File: src/sv/lsra_pkg.sv
package lsra_pkg;

    localparam int NUM_REGS_DEF = 16;
    localparam int POS_BITS_DEF = 16;
    localparam int ID_BITS_DEF  = 10;
    localparam int SPILL_W      = 16;
    localparam int REGNUM_W     = 4;

    typedef enum logic [1:0] {
        ST_ASSIGNED     = 2'd0,
        ST_NEW_SPILL    = 2'd1,
        ST_VICTIM_SPILL = 2'd2,
        ST_SKIPPED      = 2'd3
    } status_t;

    typedef enum logic [2:0] {
        S_IDLE,
        S_EXPIRE,
        S_DECIDE,
        S_VICTIM,
        S_ASSIGN,
        S_SPILL
    } state_t;

    typedef struct packed {
        logic    load_in;
        logic    expire;
        logic    replace;
        logic    spill_new;
        logic    alloc;
        logic    insert;
        logic    load_out;
        status_t out_status;
    } cmd_t;

    typedef struct packed {
        logic fixed;
        logic pressure;
        logic replace;
        logic out_free;
    } stat_t;

endpackage

File: src/sv/lsra_ctrl.sv
module lsra_ctrl
    import lsra_pkg::*;
(
    input  logic  aclk,
    input  logic  aresetn,
    input  logic  s_valid,
    output logic  s_ready,
    input  stat_t stat,
    output cmd_t  cmd
);

    state_t state_reg;
    state_t state_next;

    always_ff @(posedge aclk) begin
        if (!aresetn) begin
            state_reg <= S_IDLE;
        end else begin
            state_reg <= state_next;
        end
    end

    always_comb begin
        state_next     = state_reg;
        cmd            = '0;
        cmd.out_status = ST_ASSIGNED;
        s_ready        = 1'b0;
        unique case (state_reg)
            S_IDLE: begin
                s_ready = 1'b1;
                if (s_valid) begin
                    cmd.load_in = 1'b1;
                    state_next  = S_EXPIRE;
                end
            end
            S_EXPIRE: begin
                if (stat.fixed) begin
                    if (stat.out_free) begin
                        cmd.load_out   = 1'b1;
                        cmd.out_status = ST_SKIPPED;
                        state_next     = S_IDLE;
                    end
                end else begin
                    cmd.expire = 1'b1;
                    state_next = S_DECIDE;
                end
            end
            S_DECIDE: begin
                if (stat.pressure) begin
                    if (stat.replace) begin
                        cmd.replace = 1'b1;
                        state_next  = S_VICTIM;
                    end else begin
                        cmd.spill_new = 1'b1;
                        state_next    = S_SPILL;
                    end
                end else begin
                    cmd.alloc  = 1'b1;
                    state_next = S_ASSIGN;
                end
            end
            S_VICTIM: begin
                if (stat.out_free) begin
                    cmd.load_out   = 1'b1;
                    cmd.out_status = ST_VICTIM_SPILL;
                    state_next     = S_ASSIGN;
                end
            end
            S_ASSIGN: begin
                if (stat.out_free) begin
                    cmd.insert     = 1'b1;
                    cmd.load_out   = 1'b1;
                    cmd.out_status = ST_ASSIGNED;
                    state_next     = S_IDLE;
                end
            end
            S_SPILL: begin
                if (stat.out_free) begin
                    cmd.load_out   = 1'b1;
                    cmd.out_status = ST_NEW_SPILL;
                    state_next     = S_IDLE;
                end
            end
            default: begin
                state_next = S_IDLE;
            end
        endcase
    end

endmodule

File: config.mk
export PLATFORM = sky130hd
export DESIGN_NAME = lsra_ctrl
export DESIGN_NICKNAME = d
export VERILOG_FILES = /design/src/sv/lsra_pkg.sv /design/src/sv/lsra_ctrl.sv
export SDC_FILE = /design/constraint.sdc
export NUM_CORES = 1
export LEC_CHECK = 0
export BUFFER_PORTS_ARGS = -buffer_cell sky130_fd_sc_hd__clkbuf_2
export CORE_AREA = 2 2 39 41
export CTS_BUF_LIST = sky130_fd_sc_hd__clkbuf_8 sky130_fd_sc_hd__clkbuf_16
export CTS_CLUSTER_DIAMETER = 60
export DETAILED_ROUTE_END_ITERATION = 12
export DIE_AREA = 0 0 41 43
export GPL_ROUTABILITY_DRIVEN = 0
export MAX_ROUTING_LAYER = met4
export SLEW_MARGIN = 20
export SYNTH_ARGS = -nofsm -noshare
export SYNTH_HDL_FRONTEND = slang
export SYNTH_SLANG_ARGS = --single-unit
File: constraint.sdc
create_clock -name aclk -period 1.4 [get_ports aclk]
set_input_delay 0.14 -clock aclk [delete_from_list [all_inputs] [get_ports aclk]]
set_output_delay 0.14 -clock aclk [all_outputs]
set_load 0.005 [all_outputs]
==> results of run 1 <==
-- metal layers --
metal,global-route usage [%],part of all wire (%)
met3,1.57,6.3
met5,-,0
met2,11.9,47
met4,4.00,0
met1,13.1,47
-- kinds of logic (layout without fill, tap and decap cells) --
logic type | after synthesis | in the layout | share of synthesized area (%)
buffers and inverters | 4 | 22 | 8.97
muxes | 1 | 1 | 4.04
and+or+nand+nor | 25 | 25 | 52.0
AOI/OAI and AO/OA | 6 | 6 | 13.5
DFF | 3 | 3 | 21.5
-- final timing paths --
check / start / end / slack [ns] / cells after the start
setup / recovery: state_reg[2]$_SDFFE_PN0P_ / cmd[2] / 0.08 / 3
hold / removal: aresetn / state_reg[1]$_SDFFE_PN0P_ / 0.22 / 3
setup reg to reg: state_reg[1]$_SDFFE_PN0P_ / state_reg[0]$_SDFFE_PN0P_ / 0.16 / 3
hold reg to reg: state_reg[0]$_SDFFE_PN0P_ / state_reg[1]$_SDFFE_PN0P_ / 0.56 / 2
-- repair_timing --
item                                    in CTS  in global routing
pin swaps                                    0                  0
endpoints found under the setup margin       3                  5
cloned                                       0                  0
resized for setup                            3                  5
-- cell usage in the layout, fill, tap and decap left out --
cell type	n
clkbuf_2	16
nor2_1	4
nor3_1	4
o21ai_1	3
clkbuf_8	3
nand3b_1	2
nor2b_1	2
nand2_1	2
inv_1	2
and2_1	2
nand4_1	2
nor3b_1	2
dfxtp_4	2
nand2b_4	1
or2_1	1
and3_1	1
mux2_2	1
nor4b_2	1
or4_1	1
a21oi_1	1
a311oi_1	1
a2bb2oi_1	1
buf_4	1
dfxtp_2	1
-- power by group --
part           leakage [nW]  internal (mW)  total (mW)  switching [mW]
clock                0.0269          0.186       0.239          0.0531
sequential           0.0264         0.0924       0.108          0.0159
combinational         0.140         0.0457      0.0854          0.0396
-- through the flow --
step / power (mW) / cell area [µm²] / setup WS [ns]
floorplan: 0.157 / 279 / 0.301
global placement: 0.191 / 365 / 0.127
detailed placement: 0.192 / 365 / 0.125
CTS: 0.437 / 414 / 0.0228
global route: 0.463 / 433 / 0.0000875
finish: 0.433 / 433 / 0.0768
-- worst max-delay path, cell delays in order, from the launching register on --
cell and delay (ns):
dfxtp_2 0.42, mux2_2 0.35, nor2_1 0.08, clkbuf_2 0.11
-- final cells by class --
class                      instances  area share, %
multi-input combinational         32           48.0
timing repair buffer              17           20.2
inverter                           1          0.867
clock buffer                       3           9.54
clock inverter                     1          0.867
tap                               16           4.62
sequential                         3           15.9
==> results.cfg, run 1 <==
[critical_path]
path_class = flip-flop to output pin
worstPathMaxFanout = 12
end_kind = output pin
crit_path_start_kind = flip-flop
crit_required_ns = 1.26
arrival_ns = 1.18

[floorplanning]
initial_core_util_pct = 20.2
fp.dieH_um = 43
io_pins = 17
core_um2 = 1380
num_rows = 14
die_w_um = 41
die_area_um2 = 1760

[global_routing]
grt_overflow = 0
grt_pass1_vias = 270
grt_pass1_wl_mm = 1.10
grt.total_usage_pct = 9.03
antenna_found_initial = 0
grt_max_degree = 13

[sta]
hold_violations = 0
rsz0062_at_grt = false
period_share_pct = 94.5
max_freq_ghz = 0.756
worstMarginPinSlew_ns = 0.306
hold_slack_ns = 0.221
finalMaxSlewViolations = 0
final-setup-viol-count = 0
tns_ns = 0
finalCriticalPeriod_ns = 1.32
worst_slew_margin_rel_pct = 79.4
skew_ns = 0.00168

[synth]
netlist_top_cells_count = 4 x nor2_1, 4 x nor3_1, 3 x dfxtp_1
ys.flop_type = dfxtp_1
ys_seq_area_share_pct = 21.5
yosys.area.top_type = dfxtp_1
netlist_instances = 39
synth_area_leaders = dfxtp_1 22%, nor3_1 7.2%, nand3b_1 5.4%
synth.top_cell.area_share_pct = 21.5
syn_area_per_cell_um2 = 7.15
syn-cell-area_um2 = 279
synth_cell_type_count = 23
ys_ff_latch = 3
synth_nets = 46
synth_edf_count = 0
async_flop_share_pct = 0
yosys_warnings = 0

[layout]
diodes = 0
finalNonFillerCells = 73
multi_input_area_um2 = 208
fillCellCount = 157
final-seq-area_um2 = 68.8
drive_gt1_share_pct = 45.6
fin_util_pct = 31.3
area_growth_pct = 55.2
largest_reg_flops = 3
fin_nets = 65

[cts]
numCtsBuffers = 3
cts.path.max_buffers = 2
hold_buffers = 0
clk_pin_slew_worst_paths_ns = 0.03
ctsRootBufferMaster = clkbuf_8
cts_tree = built
clk_latency_ns = 0.21
h-tree-depth = 1
cts_setup_buffers = 0
cts_sinks = 3

[routing]
post-route-drc-count = 0
first_pass_iters = 4
drt_iter0_markers = 9
ant_nets = 0
detail_route.vias_per_cell = 4.70
totalWireLength_um = 696
vias = 343
drt-wirelength-per-cell_um = 9.53

[run]
drv_cap = 0

[power_and_ir_drop]
cellPowerDensity_nw_per_um2 = 1000
power.leakage_nw = 0.193
peakVddDrop_uv = 382

[worst_hold_path]
hold_path.class = input port to flip-flop

[place]
dp_hpwl_um = 559
io_buffers = 16
dp_cells = 69

[outcome]
status = finished clean
No activity file was read; power rests on OpenSTA's default activity.
==> inputs of run 2 (changes only) <==
--- a/config.mk
+++ b/config.mk
@@ -5,12 +5,13 @@
 export SDC_FILE = /design/constraint.sdc
 export NUM_CORES = 1
 export LEC_CHECK = 0
+export ABC_AREA = 1
 export BUFFER_PORTS_ARGS = -buffer_cell sky130_fd_sc_hd__clkbuf_2
-export CORE_AREA = 2 2 39 41
+export CORE_MARGIN = 2
+export CORE_UTILIZATION = 25
 export CTS_BUF_LIST = sky130_fd_sc_hd__clkbuf_8 sky130_fd_sc_hd__clkbuf_16
 export CTS_CLUSTER_DIAMETER = 60
 export DETAILED_ROUTE_END_ITERATION = 12
-export DIE_AREA = 0 0 41 43
 export GPL_ROUTABILITY_DRIVEN = 0
 export MAX_ROUTING_LAYER = met4
 export SLEW_MARGIN = 20
==> results.cfg, run 2 <==
[outcome]
status = finished clean

[critical_path]
crit_path_start_kind = flip-flop
r2r_start = state_reg[2]$_SDFFE_PN0P_
ff2ff_path_depth = 6
end_kind = output pin
r2r-end = state_reg[0]$_SDFFE_PN0P_
arrival_ns = 1.15
crit_required_ns = 1.26
r2r_slack_ns = 0.40
path_class = flip-flop to output pin
worstPathMaxFanout = 8

[worst_hold_path]
hold_path.class = input port to flip-flop
hp-start = aresetn
holdPathStages = 3
min_to = state_reg[1]$_SDFFE_PN0P_

[layout]
multi_input_area_um2 = 221
diodes = 0
final_cell_mix = 15 x clkbuf_2, 10 x nand2_1, 9 x inv_1
drive_gt1_share_pct = 44.6
largest_reg_flops = 3
fin_util_pct = 37.7
final-seq-area_um2 = 65.1
fillCellCount = 140
layout_commonest_cell = clkbuf_2
area_growth_pct = 44.7
fin_nets = 82

[global_routing]
grt_pass1_vias = 294
grt.total_usage_pct = 10.9
grt_overflow = 0
grt_pass1_wl_mm = 1.11
antenna_found_initial = 0
grt_max_degree = 10

[power_and_ir_drop]
power_frac_comb_pct = 28.6
peakVddDrop_uv = 520
intPower_uw = 340
switching_power_uw = 153
netSwitchingFraction_pct = 31.0
power_frac_clock_pct = 48.4
cellPowerDensity_nw_per_um2 = 1030
power_frac_seq_pct = 23.0
power.leakage_nw = 0.254

[synth]
yosys.area.top_type = dfxtp_1
netlist_instances = 54
synth.top_cell.area_share_pct = 18.2
synth_area_leaders = dfxtp_1 18%, nand2_1 11%, inv_1 9.1%
syn-cell-area_um2 = 330
async_flop_share_pct = 0
synth.most_common_cell = nand2_1
syn_area_per_cell_um2 = 6.12
netlist_top_cells_count = 10 x nand2_1, 8 x inv_1, 6 x nor2_1
ys_seq_area_share_pct = 18.2
ys.flop_type = dfxtp_1
synth_edf_count = 0
synth_cell_type_count = 18
ys_ff_latch = 3
yosys_warnings = 0
synth_nets = 61

[routing]
first_pass_iters = 4
post-route-drc-count = 0
drt-wirelength-per-cell_um = 8.67
totalWireLength_um = 772
ant_nets = 0
drt_iter0_markers = 6
vias = 398
detail_route.vias_per_cell = 4.47

[sta]
finalMaxSlewViolations = 0
max_freq_ghz = 0.772
tns_ns = 0
hold_violations = 0
skew_ns = 0.00181
final-setup-viol-count = 0
period_share_pct = 92.5
rsz0062_at_grt = false
worstMarginPinSlew_ns = 0.200
finalCriticalPeriod_ns = 1.29
worst_slew_margin_rel_pct = 86.5

[floorplanning]
io_pins = 17
fp.dieH_um = 40.4
die_w_um = 40.4
num_rows = 13
core_um2 = 1270
initial_core_util_pct = 26.0
die_area_um2 = 1630

[cts]
clk_latency_ns = 0.21
ctsRootBufferMaster = clkbuf_8
cts_tree = built
cts_sinks = 3
hold_buffers = 0
cts.path.max_buffers = 2
numCtsBuffers = 3
clk_pin_slew_worst_paths_ns = 0.03
h-tree-depth = 1

[run]
drv_cap = 0

[place]
io_buffers = 16
dp_hpwl_um = 612
run 2: cell types whose count changed after synthesis, sizes merged, moves of 3 or more:
cell / delta
nor2: +5
inv: +9
nand3: +4
nor3: -3
nand2: +12
run 2: kinds of logic after synthesis:
logic type | share of synthesized area (%)
simple gates | 51.5
buf+inv | 14.8
compound gates | 15.5
flops | 18.2
run 2: worst max-delay path, cell delays in order, from the launching register on:
cell and delay (ns):
dfxtp_1 0.31, inv_4 0.10, nand2_2 0.08, nor2_4 0.12, nand2_2 0.07, a21oi_1 0.13
clkbuf_2 0.13
run 2: routing by layer:
| metal | wire length [µm] | global-route usage [%] | share of wire [%] | vias to the layer above |
|---|---|---|---|---|
| met5 | 0 | - | 0 | - |
| li1 | - | - | - | 217 |
| met2 | 352 | 16.3 | 46 | 16 |
| met1 | 363 | 12.2 | 47 | 165 |
| met3 | 56 | 6.67 | 7.3 | 0 |
| met4 | 0 | 2.50 | 0 | 0 |
run 2: power groups by stage:
stage	registers, mW	logic [mW]	clock network (mW)
2_1_floorplan	0.105	0.103	0
3_3_place_gp	0.113	0.137	0
3_5_place_dp	0.113	0.138	0
4_1_cts	0.113	0.139	0.248
5_1_grt	0.115	0.156	0.260
6_report	0.114	0.141	0.238
run 2: timing repair:
action | CTS | global route
gates resized for setup | 1 | 4
pin swaps | 0 | 0
setup endpoints to repair | 1 | 3
setup buffers | 0 | 1
run 2: layout make-up:
type	instances	share of cell area (%)
sequential	3	13.6
inverter	10	8.38
timing repair buffer	17	18.3
multi-input combinational	40	46.3
clock inverter	1	0.785
clock buffer	3	8.64
tap	15	3.93
run 2: worst max-delay path by stage:
stage | start | endpoint | slack, ns | cells past startpoint
floorplan | state_reg[0]$_SDFFE_PN0P_ | cmd[2] | 0.42 | 4
CTS | state_reg[0]$_SDFFE_PN0P_ | cmd[2] | 0.006 | 5
detailed placement | state_reg[1]$_SDFFE_PN0P_ | cmd[2] | 0.22 | 3
finish | state_reg[2]$_SDFFE_PN0P_ | cmd[1] | 0.11 | 6
global route | state_reg[2]$_SDFFE_PN0P_ | cmd[2] | 0.008 | 7
global placement | state_reg[1]$_SDFFE_PN0P_ | cmd[2] | 0.25 | 3
run 2: per-stage QoR:
| step | total power, mW | hold slack, ns | area [µm²] | setup slack, ns | std cells |
|---|---|---|---|---|---|
| floorplan | 0.208 | 0.238 | 330 | 0.421 | 54 |
| global placement | 0.250 | 0.359 | 418 | 0.247 | 84 |
| detailed placement | 0.251 | 0.360 | 418 | 0.221 | 84 |
| CTS | 0.499 | 0.148 | 464 | 0.00605 | 88 |
| global route | 0.531 | 0.173 | 478 | 0.00787 | 89 |
| finish | 0.493 | 0.146 | 478 | 0.105 | 89 |
